==> src/hw/rtl/utcd_pkg.sv <==
// Shared constants, register codes and the month-length table for the
// UTC to local civil date pipeline. No dependencies.
package utcd_pkg;

	localparam int TIME_BITS_DEF = 40;
	localparam int OUT_W = 40;
	localparam int SEC_PER_DAY = 86400;
	localparam int DST_START_SEC = 10 * 3600;
	localparam int DST_END_SEC = 9 * 3600;

	localparam logic signed [10:0] OFF_DAYLIGHT = -11'sd420;
	localparam logic signed [10:0] OFF_STANDARD = -11'sd480;
	localparam logic signed [10:0] OFF_MIN = -11'sd720;
	localparam logic signed [10:0] OFF_MAX = 11'sd840;
	localparam logic signed [10:0] OFF_RESET = -11'sd480;

	typedef enum logic {
		REG_AUTO  = 1'b0,
		REG_FIXED = 1'b1
	} reg_idx_t;

	function automatic logic [4:0] month_len(input logic [3:0] m, input logic leap);
		logic [4:0] n;
		case (m)
			4'd2: begin
				n = leap ? 5'd29 : 5'd28;
			end
			4'd4, 4'd6, 4'd9, 4'd11: begin
				n = 5'd30;
			end
			default: begin
				n = 5'd31;
			end
		endcase
		return n;
	endfunction

endpackage

==> src/hw/rtl/utcd_cdiv.sv <==
// Pipelined restoring divider by a constant, K quotient bits per stage,
// with a sideband that travels alongside. Standalone, no package needed.
module utcd_cdiv #(
	parameter int W  = 34,
	parameter int D  = 675,
	parameter int K  = 8,
	parameter int SW = 7
) (
	input  logic                 clk,
	input  logic                 arst_n,
	input  logic                 in_valid,
	output logic                 in_ready,
	input  logic [W-1:0]         in_num,
	input  logic [SW-1:0]        in_side,
	output logic                 out_valid,
	input  logic                 out_ready,
	output logic [W-1:0]         out_quo,
	output logic [$clog2(D)-1:0] out_rem,
	output logic [SW-1:0]        out_side
);
	localparam int RW = $clog2(D);
	localparam int NS = (W + K - 1) / K;
	localparam int WP = NS * K;
	localparam logic [RW:0] DV = (RW + 1)'(D);

	typedef struct packed {
		logic [RW-1:0] r;
		logic [WP-1:0] a;
	} work_t;

	function automatic work_t step(input work_t w);
		work_t o;
		logic [RW:0] t;
		o = w;
		for (int i = 0; i < K; i++) begin
			t = {o.r, o.a[WP-1]};
			o.a = {o.a[WP-2:0], 1'b0};
			if (t >= DV) begin
				t = t - DV;
				o.a[0] = 1'b1;
			end
			o.r = t[RW-1:0];
		end
		return o;
	endfunction

	work_t       work_s [NS];
	logic [SW-1:0] side_s [NS];
	logic        vld_s  [NS];
	logic [NS:0] rdy;

	assign rdy[NS] = out_ready;

	for (genvar j = 0; j < NS; j++) begin : g_stage
		work_t         prev_w;
		logic          prev_v;
		logic [SW-1:0] prev_side;

		if (j == 0) begin : g_first
			assign prev_w.r = '0;
			assign prev_w.a = WP'(in_num);
			assign prev_v = in_valid;
			assign prev_side = in_side;
		end else begin : g_next
			assign prev_w = work_s[j-1];
			assign prev_v = vld_s[j-1];
			assign prev_side = side_s[j-1];
		end

		// stage advances when empty or when the next one takes its word
		assign rdy[j] = !vld_s[j] || rdy[j+1];

		always_ff @(posedge clk or negedge arst_n) begin
			if (!arst_n) begin
				vld_s[j] <= 1'b0;
			end else if (rdy[j]) begin
				vld_s[j] <= prev_v;
			end
		end

		always_ff @(posedge clk) begin
			if (rdy[j] && prev_v) begin
				work_s[j] <= step(prev_w);
				side_s[j] <= prev_side;
			end
		end
	end

	assign in_ready = rdy[0];
	assign out_valid = vld_s[NS-1];
	assign out_quo = work_s[NS-1].a[W-1:0];
	assign out_rem = work_s[NS-1].r;
	assign out_side = side_s[NS-1];

endmodule

==> src/hw/rtl/utc_to_local_civil_date.sv <==
// Top level: UTC timestamp to local civil date with US Pacific daylight rule.
// Depends on utcd_pkg and utcd_cdiv.
//
// channel  | dir | signals                            | meaning
// s_axis   | in  | s_tvalid s_tready s_tdata          | utc_seconds word
// m_axis   | out | m_tvalid m_tready m_tdata          | offset, year, month, day, weekday
// apb      | in  | psel penable pwrite paddr pwdata   | auto_pacific @0, fixed offset @4
//
// One word enters per cycle unless m_tready stalls the pipeline. Each word
// passes the day divider (by 86400), the era divider (by 146097) and 7 date
// stages. Each stage holds its word while the next stage is full and stalled,
// so a stall on m_tready loses and repeats nothing; empty stages still fill.
// Reset clears the valid bits and loads the register reset values.
module utc_to_local_civil_date #(
	parameter int TIME_BITS = utcd_pkg::TIME_BITS_DEF
) (
	input  logic                               clk,
	input  logic                               arst_n,
	input  logic                               psel,
	input  logic                               penable,
	input  logic                               pwrite,
	input  logic [2:0]                         paddr,
	input  logic [31:0]                        pwdata,
	output logic [31:0]                        prdata,
	output logic                               pready,
	input  logic                               s_tvalid,
	output logic                               s_tready,
	// [TIME_BITS-1:0] utc_seconds, zero fill above
	input  logic [((TIME_BITS + 7) / 8) * 8-1:0] s_tdata,
	output logic                               m_tvalid,
	input  logic                               m_tready,
	// [10:0] offset_minutes, [26:11] local_year, [30:27] local_month,
	// [35:31] local_day, [38:36] local_weekday, [39] zero
	output logic [utcd_pkg::OUT_W-1:0]         m_tdata
);
	import utcd_pkg::*;

	localparam int UW = TIME_BITS + 1;
	localparam int VW = UW - 7;
	localparam longint E_SEC = longint'(146097) * SEC_PER_DAY;
	localparam longint NERA = ((longint'(1) << (TIME_BITS - 1)) + E_SEC - 1) / E_SEC;
	localparam longint BIAS = NERA * E_SEC;
	localparam longint ZMAX = (longint'(1) << UW) / SEC_PER_DAY + 719469;
	localparam int DW = $clog2(ZMAX + 1);
	localparam int WD_OFS = (7 - (719464 % 7)) % 7;
	localparam logic [15:0] YEAR_BIAS = 16'(NERA * 400);

	localparam int S_1460 = 29;
	localparam longint M_1460 = ((longint'(1) << S_1460) + 1459) / 1460;
	localparam int S_36524 = 34;
	localparam longint M_36524 = ((longint'(1) << S_36524) + 36523) / 36524;
	localparam int S_7A = 21;
	localparam longint M_7A = ((longint'(1) << S_7A) + 6) / 7;
	localparam int S_365 = 27;
	localparam longint M_365 = ((longint'(1) << S_365) + 364) / 365;
	localparam int S_100 = 16;
	localparam longint M_100 = ((longint'(1) << S_100) + 99) / 100;
	localparam int S_153 = 19;
	localparam longint M_153 = ((longint'(1) << S_153) + 152) / 153;
	localparam int S_7B = 12;
	localparam longint M_7B = ((longint'(1) << S_7B) + 6) / 7;
	localparam int S_5 = 14;
	localparam longint M_5 = ((longint'(1) << S_5) + 4) / 5;

	// configuration
	logic               auto_q;
	logic signed [10:0] fixed_q;

	assign pready = 1'b1;

	always_ff @(posedge clk or negedge arst_n) begin
		if (!arst_n) begin
			auto_q <= 1'b1;
			fixed_q <= OFF_RESET;
		end else if (psel && penable && pwrite) begin
			case (reg_idx_t'(paddr[2]))
				REG_AUTO: begin
					auto_q <= pwdata[0];
				end
				REG_FIXED: begin
					fixed_q <= pwdata[10:0];
				end
				default: begin
				end
			endcase
		end
	end

	always_comb begin
		case (reg_idx_t'(paddr[2]))
			REG_AUTO: begin
				prdata = {31'd0, auto_q};
			end
			REG_FIXED: begin
				prdata = {21'd0, fixed_q};
			end
			default: begin
				prdata = '0;
			end
		endcase
	end

	// bias by whole eras so that both divisions see non-negative operands
	logic [UW-1:0] u_w;
	assign u_w = {s_tdata[TIME_BITS-1], s_tdata[TIME_BITS-1:0]} + UW'(BIAS);

	logic          d1_valid, d1_ready;
	logic [VW-1:0] d1_quo;
	logic [9:0]    d1_rem;
	logic [6:0]    d1_side;

	utcd_cdiv #(.W(VW), .D(675), .K(8), .SW(7)) u_day_div (
		.clk      (clk),
		.arst_n   (arst_n),
		.in_valid (s_tvalid),
		.in_ready (s_tready),
		.in_num   (u_w[UW-1:7]),
		.in_side  (u_w[6:0]),
		.out_valid(d1_valid),
		.out_ready(d1_ready),
		.out_quo  (d1_quo),
		.out_rem  (d1_rem),
		.out_side (d1_side)
	);

	logic [DW-1:0] z_w;
	assign z_w = DW'(d1_quo) + DW'(719468);

	logic          d2_valid;
	logic [DW-1:0] d2_quo;
	logic [17:0]   d2_rem;
	logic [16:0]   d2_side;
	logic          rdy3, rdy4, rdy5, rdy6, rdy7, rdy8, rdy9;

	utcd_cdiv #(.W(DW), .D(146097), .K(8), .SW(17)) u_era_div (
		.clk      (clk),
		.arst_n   (arst_n),
		.in_valid (d1_valid),
		.in_ready (d1_ready),
		.in_num   (z_w),
		.in_side  ({d1_rem, d1_side}),
		.out_valid(d2_valid),
		.out_ready(rdy3),
		.out_quo  (d2_quo),
		.out_rem  (d2_rem),
		.out_side (d2_side)
	);

	logic vld_s3, vld_s4, vld_s5, vld_s6, vld_s7, vld_s8, vld_s9;

	assign rdy9 = !vld_s9 || m_tready;
	assign rdy8 = !vld_s8 || rdy9;
	assign rdy7 = !vld_s7 || rdy8;
	assign rdy6 = !vld_s6 || rdy7;
	assign rdy5 = !vld_s5 || rdy6;
	assign rdy4 = !vld_s4 || rdy5;
	assign rdy3 = !vld_s3 || rdy4;

	always_ff @(posedge clk or negedge arst_n) begin
		if (!arst_n) begin
			vld_s3 <= 1'b0;
			vld_s4 <= 1'b0;
			vld_s5 <= 1'b0;
			vld_s6 <= 1'b0;
			vld_s7 <= 1'b0;
			vld_s8 <= 1'b0;
			vld_s9 <= 1'b0;
		end else begin
			if (rdy3) vld_s3 <= d2_valid;
			if (rdy4) vld_s4 <= vld_s3;
			if (rdy5) vld_s5 <= vld_s4;
			if (rdy6) vld_s6 <= vld_s5;
			if (rdy7) vld_s7 <= vld_s6;
			if (rdy8) vld_s8 <= vld_s7;
			if (rdy9) vld_s9 <= vld_s8;
		end
	end

	// stage 3: century terms, weekday, era year
	logic [39:0] p_1460, p_36524, p_7a;
	logic [17:0] wx_w;
	logic [14:0] q7_w;
	logic [17:0] doe_s3;
	logic [15:0] era400_s3;
	logic [16:0] sod_s3;
	logic [6:0]  a1_s3;
	logic [2:0]  a2_s3, wd_s3;
	logic        a3_s3;

	assign p_1460 = 40'(d2_rem) * 40'(M_1460);
	assign p_36524 = 40'(d2_rem) * 40'(M_36524);
	assign wx_w = d2_rem + 18'(WD_OFS);
	assign p_7a = 40'(wx_w) * 40'(M_7A);
	assign q7_w = 15'(p_7a >> S_7A);

	always_ff @(posedge clk) begin
		if (rdy3 && d2_valid) begin
			doe_s3 <= d2_rem;
			sod_s3 <= d2_side;
			a1_s3 <= 7'(p_1460 >> S_1460);
			a2_s3 <= 3'(p_36524 >> S_36524);
			a3_s3 <= (d2_rem == 18'd146096);
			wd_s3 <= 3'(wx_w - 18'(q7_w) * 18'd7);
			era400_s3 <= 16'(d2_quo) * 16'd400 - YEAR_BIAS;
		end
	end

	// stage 4: year of era
	logic [17:0] t_w;
	logic [39:0] p_365;
	logic [17:0] doe_s4;
	logic [15:0] era400_s4;
	logic [16:0] sod_s4;
	logic [8:0]  yoe_s4;
	logic [2:0]  wd_s4;

	assign t_w = doe_s3 - 18'(a1_s3) + 18'(a2_s3) - 18'(a3_s3);
	assign p_365 = 40'(t_w) * 40'(M_365);

	always_ff @(posedge clk) begin
		if (rdy4 && vld_s3) begin
			yoe_s4 <= 9'(p_365 >> S_365);
			doe_s4 <= doe_s3;
			era400_s4 <= era400_s3;
			sod_s4 <= sod_s3;
			wd_s4 <= wd_s3;
		end
	end

	// stage 5: day of March-based year
	logic [19:0] p_100;
	logic [17:0] nd_w;
	logic [8:0]  doy_s5, yoe_s5;
	logic [15:0] era400_s5;
	logic [16:0] sod_s5;
	logic [2:0]  wd_s5;

	assign p_100 = 20'(yoe_s4) * 20'(M_100);
	assign nd_w = 18'(yoe_s4) * 18'd365 + 18'(yoe_s4[8:2]) - 18'(p_100 >> S_100);

	always_ff @(posedge clk) begin
		if (rdy5 && vld_s4) begin
			doy_s5 <= 9'(doe_s4 - nd_w);
			yoe_s5 <= yoe_s4;
			era400_s5 <= era400_s4;
			sod_s5 <= sod_s4;
			wd_s5 <= wd_s4;
		end
	end

	// stage 6: month index and day-of-year mod 7
	logic [10:0] x5_w;
	logic [23:0] p_153, p_7b;
	logic [5:0]  q7b_w;
	logic [3:0]  mp_s6;
	logic [2:0]  dm7_s6, wd_s6;
	logic [8:0]  doy_s6, yoe_s6;
	logic [15:0] era400_s6;
	logic [16:0] sod_s6;

	assign x5_w = 11'(doy_s5) * 11'd5 + 11'd2;
	assign p_153 = 24'(x5_w) * 24'(M_153);
	assign p_7b = 24'(doy_s5) * 24'(M_7B);
	assign q7b_w = 6'(p_7b >> S_7B);

	always_ff @(posedge clk) begin
		if (rdy6 && vld_s5) begin
			mp_s6 <= 4'(p_153 >> S_153);
			dm7_s6 <= 3'(doy_s5 - 9'(q7b_w) * 9'd7);
			doy_s6 <= doy_s5;
			yoe_s6 <= yoe_s5;
			era400_s6 <= era400_s5;
			sod_s6 <= sod_s5;
			wd_s6 <= wd_s5;
		end
	end

	// stage 7: month, day, year, leap flag, daylight window
	logic        jan_feb_w, leap_w, dst_w;
	logic [3:0]  mm_w, diff_w;
	logic [10:0] x153_w;
	logic [23:0] p_5;
	logic [8:0]  ds_w, ymod_w, start_w, end_w;
	logic [2:0]  wdm_w, delta_w;
	logic [15:0] year_s7;
	logic [3:0]  mm_s7;
	logic [4:0]  day_s7;
	logic        leap_s7, dst_s7;
	logic [2:0]  wd_s7;
	logic [16:0] sod_s7;

	assign jan_feb_w = (mp_s6 >= 4'd10);
	assign mm_w = jan_feb_w ? mp_s6 - 4'd9 : mp_s6 + 4'd3;
	assign x153_w = 11'(mp_s6) * 11'd153 + 11'd2;
	assign p_5 = 24'(x153_w) * 24'(M_5);
	assign ds_w = 9'(p_5 >> S_5);
	assign ymod_w = jan_feb_w ? ((yoe_s6 == 9'd399) ? 9'd0 : yoe_s6 + 9'd1) : yoe_s6;
	assign leap_w = (ymod_w[1:0] == 2'b00) && !(ymod_w inside {9'd100, 9'd200, 9'd300});
	// weekday of March 1 of this year; November 1 falls on the same weekday
	assign diff_w = {1'b0, wd_s6} - {1'b0, dm7_s6};
	assign wdm_w = diff_w[3] ? 3'(diff_w + 4'd7) : diff_w[2:0];
	assign delta_w = (wdm_w == 3'd0) ? 3'd0 : 3'(4'd7 - {1'b0, wdm_w});
	assign start_w = 9'(delta_w) + 9'd7;
	assign end_w = 9'd245 + 9'(delta_w);
	assign dst_w = ((doy_s6 > start_w) ||
			((doy_s6 == start_w) && (sod_s6 >= 17'(DST_START_SEC)))) &&
		((doy_s6 < end_w) ||
			((doy_s6 == end_w) && (sod_s6 < 17'(DST_END_SEC))));

	always_ff @(posedge clk) begin
		if (rdy7 && vld_s6) begin
			year_s7 <= era400_s6 + 16'(yoe_s6) + 16'(jan_feb_w);
			mm_s7 <= mm_w;
			day_s7 <= 5'(doy_s6 - ds_w + 9'd1);
			leap_s7 <= leap_w;
			dst_s7 <= dst_w;
			wd_s7 <= wd_s6;
			sod_s7 <= sod_s6;
		end
	end

	// stage 8: pick the offset and find the local day shift
	logic signed [10:0] off_w;
	logic signed [18:0] lsod_w;
	logic signed [10:0] off_s8;
	logic [15:0]        year_s8;
	logic [3:0]         mm_s8;
	logic [4:0]         day_s8;
	logic               leap_s8, inc_s8, dec_s8;
	logic [2:0]         wd_s8;

	always_comb begin
		if (auto_q) begin
			off_w = dst_s7 ? OFF_DAYLIGHT : OFF_STANDARD;
		end else if (fixed_q < OFF_MIN) begin
			off_w = OFF_MIN;
		end else if (fixed_q > OFF_MAX) begin
			off_w = OFF_MAX;
		end else begin
			off_w = fixed_q;
		end
	end

	assign lsod_w = $signed({2'b00, sod_s7}) + 19'(off_w) * 19'sd60;

	always_ff @(posedge clk) begin
		if (rdy8 && vld_s7) begin
			off_s8 <= off_w;
			inc_s8 <= (lsod_w >= 19'sd86400);
			dec_s8 <= lsod_w[18];
			year_s8 <= year_s7;
			mm_s8 <= mm_s7;
			day_s8 <= day_s7;
			leap_s8 <= leap_s7;
			wd_s8 <= wd_s7;
		end
	end

	// stage 9: step the date one day forward or back, output register
	logic [4:0]         ml_w, pml_w;
	logic [3:0]         pm_w;
	logic [15:0]        year_n;
	logic [3:0]         mm_n;
	logic [4:0]         day_n;
	logic [2:0]         wd_n;
	logic signed [10:0] off_s9;
	logic [15:0]        year_s9;
	logic [3:0]         mm_s9;
	logic [4:0]         day_s9;
	logic [2:0]         wd_s9;

	assign ml_w = month_len(mm_s8, leap_s8);
	assign pm_w = (mm_s8 == 4'd1) ? 4'd12 : mm_s8 - 4'd1;
	assign pml_w = month_len(pm_w, leap_s8);

	always_comb begin
		year_n = year_s8;
		mm_n = mm_s8;
		day_n = day_s8;
		wd_n = wd_s8;
		if (inc_s8) begin
			wd_n = (wd_s8 == 3'd6) ? 3'd0 : wd_s8 + 3'd1;
			if (day_s8 == ml_w) begin
				day_n = 5'd1;
				if (mm_s8 == 4'd12) begin
					mm_n = 4'd1;
					year_n = year_s8 + 16'd1;
				end else begin
					mm_n = mm_s8 + 4'd1;
				end
			end else begin
				day_n = day_s8 + 5'd1;
			end
		end else if (dec_s8) begin
			wd_n = (wd_s8 == 3'd0) ? 3'd6 : wd_s8 - 3'd1;
			if (day_s8 == 5'd1) begin
				mm_n = pm_w;
				day_n = pml_w;
				if (mm_s8 == 4'd1) begin
					year_n = year_s8 - 16'd1;
				end
			end else begin
				day_n = day_s8 - 5'd1;
			end
		end
	end

	always_ff @(posedge clk) begin
		if (rdy9 && vld_s8) begin
			off_s9 <= off_s8;
			year_s9 <= year_n;
			mm_s9 <= mm_n;
			day_s9 <= day_n;
			wd_s9 <= wd_n;
		end
	end

	assign m_tvalid = vld_s9;
	assign m_tdata = {1'b0, wd_s9, day_s9, mm_s9, year_s9, off_s9};

endmodule

==> config.mk <==
export PLATFORM = sky130hd
export DESIGN_NAME = utc_to_local_civil_date
export DESIGN_NICKNAME = d
export VERILOG_FILES = /design/src/hw/rtl/utcd_pkg.sv /design/src/hw/rtl/utcd_cdiv.sv /design/src/hw/rtl/utc_to_local_civil_date.sv
export SDC_FILE = /design/constraint.sdc
export NUM_CORES = 2
export LEC_CHECK = 0
export BUFFER_PORTS_ARGS = -buffer_cell sky130_fd_sc_hd__buf_2
export CORE_MARGIN = 1
export CORE_UTILIZATION = 55
export DETAILED_ROUTE_END_ITERATION = 16
export GPL_TIMING_DRIVEN = 0
export HOLD_SLACK_MARGIN = 0.12
export PLACE_DENSITY = 0.74
export SKIP_CTS_REPAIR_TIMING = 1
export SLEW_MARGIN = 20
export SYNTH_ARGS = -nofsm -noshare
export SYNTH_HDL_FRONTEND = slang
export SYNTH_SLANG_ARGS = --single-unit
==> constraint.sdc <==
create_clock -name clk -period 24 [get_ports clk]
set_clock_uncertainty 0.1 [all_clocks]
set_input_delay 1.2 -clock clk [delete_from_list [all_inputs] [get_ports clk]]
set_output_delay 1.2 -clock clk [all_outputs]
set_load 0.02 [all_outputs]
==> impl_summary.txt <==
----------------------------------------------------
[Synth]
  Sequential area share after synthesis ... 29.79%
  Distinct cells, synth ... 144
  Number of enable-type register cells in the synthesized netlist ... 696
  Gate Count Post-Synth ... 6985
  Top post-synthesis cells by area ... sky130_fd_sc_hd__edfxtp_1 (29%), sky130_fd_sc_hd__ha_1 (16%), sky130_fd_sc_hd__fa_1 (14%), sky130_fd_sc_hd__inv_1 (5.1%), sky130_fd_sc_hd__xnor2_1 (4.8%)
  Synth top area share ... 28.81%
  Average instance area after synthesis ... 10.38 um2
  Synthesized area ... 0.07254 mm2
  Share of flip-flops with an asynchronous set or reset after synthesis ... 3.867%
  Syn. warnings ... 0
  Top cell type by total area after synthesis ... sky130_fd_sc_hd__edfxtp_1
  Most used DFF post-synth ... sky130_fd_sc_hd__edfxtp_1
  Post-synthesis sequential element count ... 724

[Timing]
  Number of max-slew violations in the final report ... 0
  Setup repair after global routing missed its margin ... no
  Period Utilization, post-route ... 74.12%
  Worst slew margin relative to its limit ... 22.34%
  Achievable frequency ... 0.05621 GHz
  Final-report hold violation count ... 0
  Final Hold Slack ... 0.3079 ns
  Final setup viols ... 0
  Total Negative Setup Slacks ... 0 ns
  Minimum clock period after layout ... 17.79 ns
  Slew at the pin closest to its max-slew limit ... 1.157 ns

[Setup path]
  Slowest cell on the critical path ... sky130_fd_sc_hd__or4_4
  Launching element type of the critical path ... flop
  Top fanout value on the critical path ... 10
  Worst path required time ... 24.41 ns
  CP Data Arrival Time ... 18.20 ns
  Startpoint of the worst-slack reg-to-reg timing path ... u_era_div.work_s[2][32]$_DFFE_PP_
  Top cell by count, worst path ... sky130_fd_sc_hd__ha_1
  Reg-to-Reg End ... u_era_div.work_s[3][33]$_DFFE_PP_
  Path type of the worst setup path ... reg -> reg
  Stage delay of the slowest cell on the critical path ... 0.57 ns
  Critical path endpoint category ... flop
  Worst-case reg-to-reg path depth ... 68
  Internal reg-to-reg setup slack ... 6.21 ns

[Finish]
  Leading cell types in the layout, fill and taps excluded ... sky130_fd_sc_hd__inv_1 (987), sky130_fd_sc_hd__ha_1 (942), sky130_fd_sc_hd__edfxtp_1 (696)
  Proportion of layout cells with a drive suffix above 1 ... 7.948%
  Final antenna diode count ... 0
  Most common cell after layout, fill and taps aside ... sky130_fd_sc_hd__inv_1
  Utilization after layout ... 60.36%
  Area Growth Syn to Fin ... 8.292%
  # nets final ... 8744

[CTS]
  Clock transition at the registers of the reported paths ... 0.07 ns
  Number of sinks handled by clock tree synthesis ... 724
  Cts bufs inserted ... 75
  Worst skew pair latency ... 0.68 ns
  Max clock buf depth ... 3
  H-tree depth ... 3
  TritonCTS clock tree ... built
  CTS root buf ... sky130_fd_sc_hd__clkbuf_16

[Route]
  Length of the first detailed-routing pass in iterations ... 6
  Detail Route Antenna Nets ... 0
  Post-Route WL ... 160.1 mm
  Starting DRC count in detailed routing ... 3382
  Detailed-route DRC error count ... 0
  Average detailed-routed wire length per instance ... 17.76 um
  Ratio of routed vias to standard cells ... 5.780
  Total number of vias ... 52100

[Global routing]
  Maximum number of pins on one net before global-route repair ... 41
  Total global routing overflow ... 0
  First-pass GRT wire length ... 264.7 mm
  Via count of the first global-routing pass ... 52180
  Number of antenna violations at the first check in global routing ... 2
  Combined global-route utilization of all metal layers ... 24.36%

[Floorplanning]
  Core box area ... 0.1301 mm2
  Die Ht ... 365.2 um
  Die Wd ... 365.2 um
  Placement Rows ... 132
  Initial Util ... 55.74%
  Die outline area ... 0.1333 mm2
  Number of primary I/O pins ... 157

[Worst hold path]
  Type of the most critical hold path ... reg -> reg
  End of the worst hold path ... u_era_div.work_s[2][40]$_DFFE_PP_
  Hold path startpoint ... u_era_div.work_s[1][32]$_DFFE_PP_
  Hold path cells ... 0

[Outcome]
  Outcome ... complete, no violations

[Place]
  HPWL reported at the end of detailed placement ... 129.3 mm
  Port Buffers ... 108
  Final GP Congestion ... 0.9568

[Run]
  Max-cap violations ... 0

----------------------------------------------------
-- sequential cells by signal (all words and copies together) (netlist names), 11 cells and up --
| register | count |
|---|---|
| u_day_div.work_s | 174 |
| u_era_div.work_s | 101 |
| u_era_div.side_s | 60 |
| u_day_div.side_s | 25 |
| doe_s3 | 18 |
| year_s7 | 16 |
| year_s8 | 16 |
| year_s9 | 16 |
| sod_s3 | 15 |
| sod_s4 | 15 |
| sod_s5 | 15 |
| sod_s6 | 15 |
| sod_s7 | 15 |
| era400_s3 | 12 |
| era400_s4 | 12 |
| era400_s5 | 12 |
| era400_s6 | 12 |
| fixed_q | 11 |
| off_s8 | 11 |
| off_s9 | 11 |
-- per-layer routing --
layer,GRT usage (%),up-vias,share of wire [%],wire length [um]
met5,0,-,0.0081,13
met4,6.022,2,2.4,3861
met3,3.103,247,4.7,7585
met2,42.39,1376,49,78120
met1,32.07,25300,44,70550
li1,-,25180,-,-
-- worst max path at each step --
stage	start	to	slack, ns	depth (start not counted)
floorplan	u_era_div.work_s[2][32]$_DFFE_PP_	u_era_div.work_s[3][44]$_DFFE_PP_	9.85	66
global placement	u_era_div.work_s[2][32]$_DFFE_PP_	u_era_div.work_s[3][33]$_DFFE_PP_	6.61	67
detailed placement	u_era_div.work_s[2][32]$_DFFE_PP_	u_era_div.work_s[3][33]$_DFFE_PP_	6.57	68
CTS	u_era_div.work_s[2][32]$_DFFE_PP_	u_era_div.work_s[3][33]$_DFFE_PP_	6.51	68
finish	u_era_div.work_s[2][32]$_DFFE_PP_	u_era_div.work_s[3][33]$_DFFE_PP_	6.21	68
global route	u_era_div.work_s[2][32]$_DFFE_PP_	u_era_div.work_s[3][33]$_DFFE_PP_	5.36	68
-- per-stage QoR --
step	std cells	setup slack, ns	area [um2]
after floorplan	7006	9.852	72620
after global placement	8856	6.605	75340
after detailed placement	8880	6.571	76040
after CTS	9013	6.505	78510
after global routing	9014	5.357	78550
final	9014	6.211	78550
-- cells in the mapped netlist, types with 53 or more instances --
library cell	n
sky130_fd_sc_hd__a21oi_1	312
sky130_fd_sc_hd__nor2_1	330
sky130_fd_sc_hd__a21o_1	73
sky130_fd_sc_hd__and2_1	79
sky130_fd_sc_hd__nand2b_1	84
sky130_fd_sc_hd__o211ai_1	68
sky130_fd_sc_hd__fa_1	504
sky130_fd_sc_hd__o21ai_0	239
sky130_fd_sc_hd__edfxtp_1	696
sky130_fd_sc_hd__xnor2_1	399
sky130_fd_sc_hd__clkbuf_1	68
sky130_fd_sc_hd__nand3_1	142
sky130_fd_sc_hd__ha_1	942
sky130_fd_sc_hd__nand2_1	320
sky130_fd_sc_hd__a211oi_1	53
sky130_fd_sc_hd__xor2_1	160
sky130_fd_sc_hd__a31oi_1	55
sky130_fd_sc_hd__nor2b_1	81
sky130_fd_sc_hd__mux2i_1	77
sky130_fd_sc_hd__o21a_1	87
sky130_fd_sc_hd__nor3_1	147
sky130_fd_sc_hd__inv_1	987
-- kinds of logic (layout without fill, tap and decap cells) --
family / Yosys count / in the layout / synth area share (%)
AND/OR/NAND/NOR: 1547 / 1547 / 11.12
adder cells (fa/ha/maj): 1446 / 1446 / 30.16
AO/OA/AOI/OAI: 1411 / 1411 / 13.73
buffers and inverters: 1155 / 1421 / 6.279
flip-flops: 724 / 724 / 29.79
XOR/XNOR: 568 / 568 / 6.967
multiplexers: 132 / 132 / 1.946
other: 2 / 23 / 0.01035
-- worst max-delay path: cells and delay by family, from the launching register on --
kind	cells	cell delay, ns
AOI/OAI and AO/OA	17	4.40
xor gates and xnor gates	6	2.16
adders and majority gates	7	1.77
buffers and inverters	13	2.60
DFF	1	0.50
muxes	4	1.04
and+or+nand+nor	21	5.00
-- layout make-up --
cell class | instances | area [um2]
buffer | 157 | 808.3
clock buffer | 85 | 1987
clock inverter | 48 | 488.0
fill | 10690 | 51590
inverter | 998 | 3746
multi-input combinational | 5127 | 46670
sequential | 724 | 21610
tap | 1742 | 2180
timing repair buffer | 133 | 1064
Power is not shown: default switching activity piles up to over one toggle a cycle in this logic, so the estimate is an artifact.
